## config.mk

```make
export PLATFORM = sky130hd
export DESIGN_NAME = ust_cell
export DESIGN_NICKNAME = d
export VERILOG_FILES = /design/src/rtl/ust_pkg.sv /design/src/rtl/ust_cell.sv
export SDC_FILE = /design/constraint.sdc
export NUM_CORES = 1
export LEC_CHECK = 0
export ABC_AREA = 1
export BUFFER_PORTS_ARGS = -buffer_cell sky130_fd_sc_hd__buf_2
export CORE_MARGIN = 5
export CORE_UTILIZATION = 45
export DETAILED_ROUTE_END_ITERATION = 10
export PLACE_DENSITY = 0.82
export SLEW_MARGIN = 15
export SYNTH_ARGS = -nofsm -noshare
export SYNTH_HDL_FRONTEND = slang
export SYNTH_SLANG_ARGS = --single-unit
```

## constraint.sdc

```tcl
create_clock -name clock -period 2.6 [get_ports clock]
set_input_delay 0.26 -clock clock [delete_from_list [all_inputs] [get_ports clock]]
set_output_delay 0.26 -clock clock [all_outputs]
set_load 0.02 [all_outputs]
```

## src/rtl/ust_pkg.sv

```systemverilog
// ----------------------------------------------------------------------------
// ust_pkg
// Shared types, command and status codes for the unordered set table.
// ----------------------------------------------------------------------------
`default_nettype none

package ust_pkg;

   localparam int CAPACITY_DEF  = 16;
   localparam int KEY_WIDTH_DEF = 32;

   // Port field widths fixed by the channel definition
   localparam int KEY_PORT_W   = 32;
   localparam int COUNT_PORT_W = 5;

   localparam logic [1:0] CMD_ADD      = 2'd0;
   localparam logic [1:0] CMD_REMOVE   = 2'd1;
   localparam logic [1:0] CMD_CONTAINS = 2'd2;
   localparam logic [1:0] CMD_CLEAR    = 2'd3;

   localparam logic [1:0] ST_SUCCESS = 2'd0;
   localparam logic [1:0] ST_PRESENT = 2'd1;
   localparam logic [1:0] ST_ABSENT  = 2'd2;
   localparam logic [1:0] ST_FULL    = 2'd3;

   // Control broadcast from the sequencer to every cell
   typedef struct packed {
      logic cmp_en;     // latch the match of the key bus
      logic add_en;     // cell at the fill point takes the key bus
      logic remove_en;  // cells at or past the hit take their neighbour
   } cell_ctrl_type;

endpackage

`default_nettype wire

```

## src/rtl/ust_cell.sv

```systemverilog
// ----------------------------------------------------------------------------
// ust_cell
// One slot of the set: holds a key, flags a match and shifts down on remove.
// ----------------------------------------------------------------------------
`default_nettype none

module ust_cell
   import ust_pkg::*;
#(
   parameter int KEY_WIDTH = KEY_WIDTH_DEF,
   parameter int CNT_W     = 5,
   parameter int INDEX     = 0
) (
   input  wire logic                 clock,
   input  wire logic                 reset,
   input  wire cell_ctrl_type        ctrl,
   input  wire logic [CNT_W-1:0]     count,
   input  wire logic [KEY_WIDTH-1:0] key_bus,
   input  wire logic [KEY_WIDTH-1:0] next_entry,
   input  wire logic                 hit_in,
   output logic [KEY_WIDTH-1:0]      entry,
   output logic                      hit_out
);

   logic [KEY_WIDTH-1:0] entry_ff, entry_in;
   logic                 match_ff, match_in;
   logic                 occupied;

   assign occupied = CNT_W'(INDEX) < count;
   assign hit_out  = hit_in | match_ff;
   assign entry    = entry_ff;

   always_comb begin
      entry_in = entry_ff;
      match_in = match_ff;
      if (ctrl.cmp_en) begin
         match_in = occupied && (entry_ff == key_bus);
      end
      if (ctrl.add_en && (CNT_W'(INDEX) == count)) begin
         entry_in = key_bus;
      end
      // take the neighbour's key from the hit onwards
      if (ctrl.remove_en && hit_out) begin
         entry_in = next_entry;
      end
   end

   always_ff @(posedge clock) begin
      entry_ff <= entry_in;
      if (reset) begin
         match_ff <= 1'b0;
      end else begin
         match_ff <= match_in;
      end
   end

endmodule

`default_nettype wire

```

==> metrics.txt <==
post-CTS sizing 0; root buffer cell clkbuf_8; status completed; H-Tree Depth 2; placer's final routability congestion estimate 0.796; final setup skew 0.00316 ns; max cap viols 0; yosys warns 0; f_max 632 MHz; Area contributors post-synth edfxtp_1, nand2_1, inv_1; EDFF count, synth 32; unrepaired setup endpoints after global routing no; mean number of vias per cell 4.65; fin area 0.00267 mm^2; post-route clock period utilization 60.8%; Core Util, Final 61.4%; WL/cell 12.0 um; vias in the first global route 1802; Die Ht 77.0 um; diode count 0; Synth-to-Final Area Change 32.2%; hold buffer count at cts 0; worst setup path start match_ff$_SDFFE_PP0P_; sequential element share of the synthesized area 48.5%; Setup violations, final 0; largest net degree at the start of global routing 54; Slew Limit Fails 0; Worst EP required 2.53 ns; R2R Path Start match_ff$_SDFFE_PP0P_; Synth top cells by count nand2_1, inv_1, nor2_1; Rows 24; Setup crit start kind register; All-Layer GR Usage 15.6%; Iter 0 DRT Violations 111; share of layout cells above drive strength 1 38.0%; FF-to-FF path depth 4; worst-path maximum fanout 53; Fillers 409; Final ANT Viol Nets 0; Post-Synthesis Cells 236; via count 1855; WS Path Type register to register; 1st-pass router iterations 4; first-pass GRT wire length 7.49 mm; R2R Path End entry[21]$_DFFE_PP_; P per Cell Area 522 mW/mm^2; # port buffers 107; FFs w/ async S/R, synth 0%; maximum root-to-sink buffer count 2; antenna violations before repair 0; synthesis-stage register bit count 33; die width 77.0 um; CTS sink cnt 33; Final Hold Viols 0; DP Area 0.00257 mm^2; syn_nets 311; CORE AREA 0.00435 mm^2; Avg Inst Size Synth 8.57 um^2; slew of the pin with the lowest slew margin 0.426 ns; Initial Util 46.4%; io pins 108; leakage 1.39 nW; Hold Crit Class input port to register; Synth Cell Area 0.00202 mm^2; Main synth FF type edfxtp_1; Crit. End Element register; grt ovf 0; Worst-Skew Late Latency 0.28 ns; nets 421; most common cell in the netlist nand2_1; crit path to entry[21]$_DFFE_PP_; R2R Setup Slk 1.02 ns; TritonCTS Buffers 5; crit path time final 1.58 ns; relative slew slack 71.6%; Worst EP arrival 1.51 ns; Routed WL 4.77 mm; CTS tree yes; Peak VDD IR 0.363 mV; HPWL after DPL 3.85 mm; dominant cell type by area after synthesis edfxtp_1; TNS Setup 0 ns; Die ar. 0.00593 mm^2; post-CTS setup repair buffer count 0; hold_sp reset; clock-pin slew on the worst setup and hold paths 0.07 ns; Yosys cell types 21; post-synth top area share 47.5%; DR DRC count 0
-- layout by cell type (no fill, tap or decap), types with 2 or more instances in the layout --
cell type,instances
edfxtp_1,32
nand4_1,4
nor2_1,38
o21ai_0,2
xnor2_1,9
nand3_1,4
inv_1,44
mux2_4,7
mux2_2,5
buf_2,107
a21oi_1,21
nand2_1,57
or2_2,2
clkbuf_8,7
-- kinds of logic (layout without fill, tap and decap cells) --
logic type / Yosys count / count (layout) / synth area share (%)
flip-flops: 33 / 33 / 48.5
XOR/XNOR: 10 / 10 / 4.33
buffers and inverters: 49 / 160 / 11.0
multiplexers: 12 / 12 / 7.98
AO/OA/AOI/OAI: 24 / 24 / 6.00
AND/OR/NAND/NOR: 108 / 108 / 22.2
-- through the flow --
| stage | cells | setup slack (ns) | total power [W] | hold WS [ns] |
|---|---|---|---|---|
| after global placement | 391 | 0.964 | 0.000983 | 0.414 |
| after detailed placement | 391 | 0.936 | 0.000993 | 0.418 |
| final | 399 | 1.02 | 0.00140 | 0.130 |
| after global routing | 399 | 0.908 | 0.00147 | 0.111 |
| after floorplan | 236 | 0.639 | 0.000869 | 0.329 |
| after CTS | 399 | 0.985 | 0.00141 | 0.119 |
-- critical path: stages (launching register included) --
cell and delay (ns):
dfxtp_1 0.33, or2_4 0.15, nand2_8 0.20, nand2_1 0.14
buf_4 0.39
-- report_power, final --
group | internal, W | switching [W] | total [W]
combinational | 0.000137 | 0.000176 | 0.000313
clock | 0.000239 | 0.000179 | 0.000418
sequential | 0.000637 | 0.0000271 | 0.000664
total | 0.00101 | 0.000382 | 0.00140
-- layer usage --
metal	vias up	global-route usage [%]	wire length (um)	share of wire, %
met2	64	27.9	2460	51
met3	4	5.15	363	7.6
met4	0	6.19	69	1.4
li1	966	-	-	-
met5	-	0	0	0
met1	821	16.7	1880	39
-- worst min path at each step --
stage | to | depth (start not counted)
global route | match_ff$_SDFFE_PP0P_ | 2
finish | match_ff$_SDFFE_PP0P_ | 2
detailed placement | match_ff$_SDFFE_PP0P_ | 2
floorplan | match_ff$_SDFFE_PP0P_ | 1
global placement | match_ff$_SDFFE_PP0P_ | 2
CTS | match_ff$_SDFFE_PP0P_ | 2
-- area by class of cell --
class                   count  area, um^2  share of cell area, %
flip-flops and latches     33         981                   36.7
multi-input cells         154         818                   30.6
repair buffers            108         543                   20.3
inverters                  44         165                   6.18
clock buffers               7        96.3                   3.60
well taps                  52        65.1                   2.43
clock inverters             1        5.00                  0.187
-- sequential cells by signal, summed over array words and instances (netlist names) --
register and count:
entry 32, match_ff 1
No activity file was read; power rests on OpenSTA's default activity.
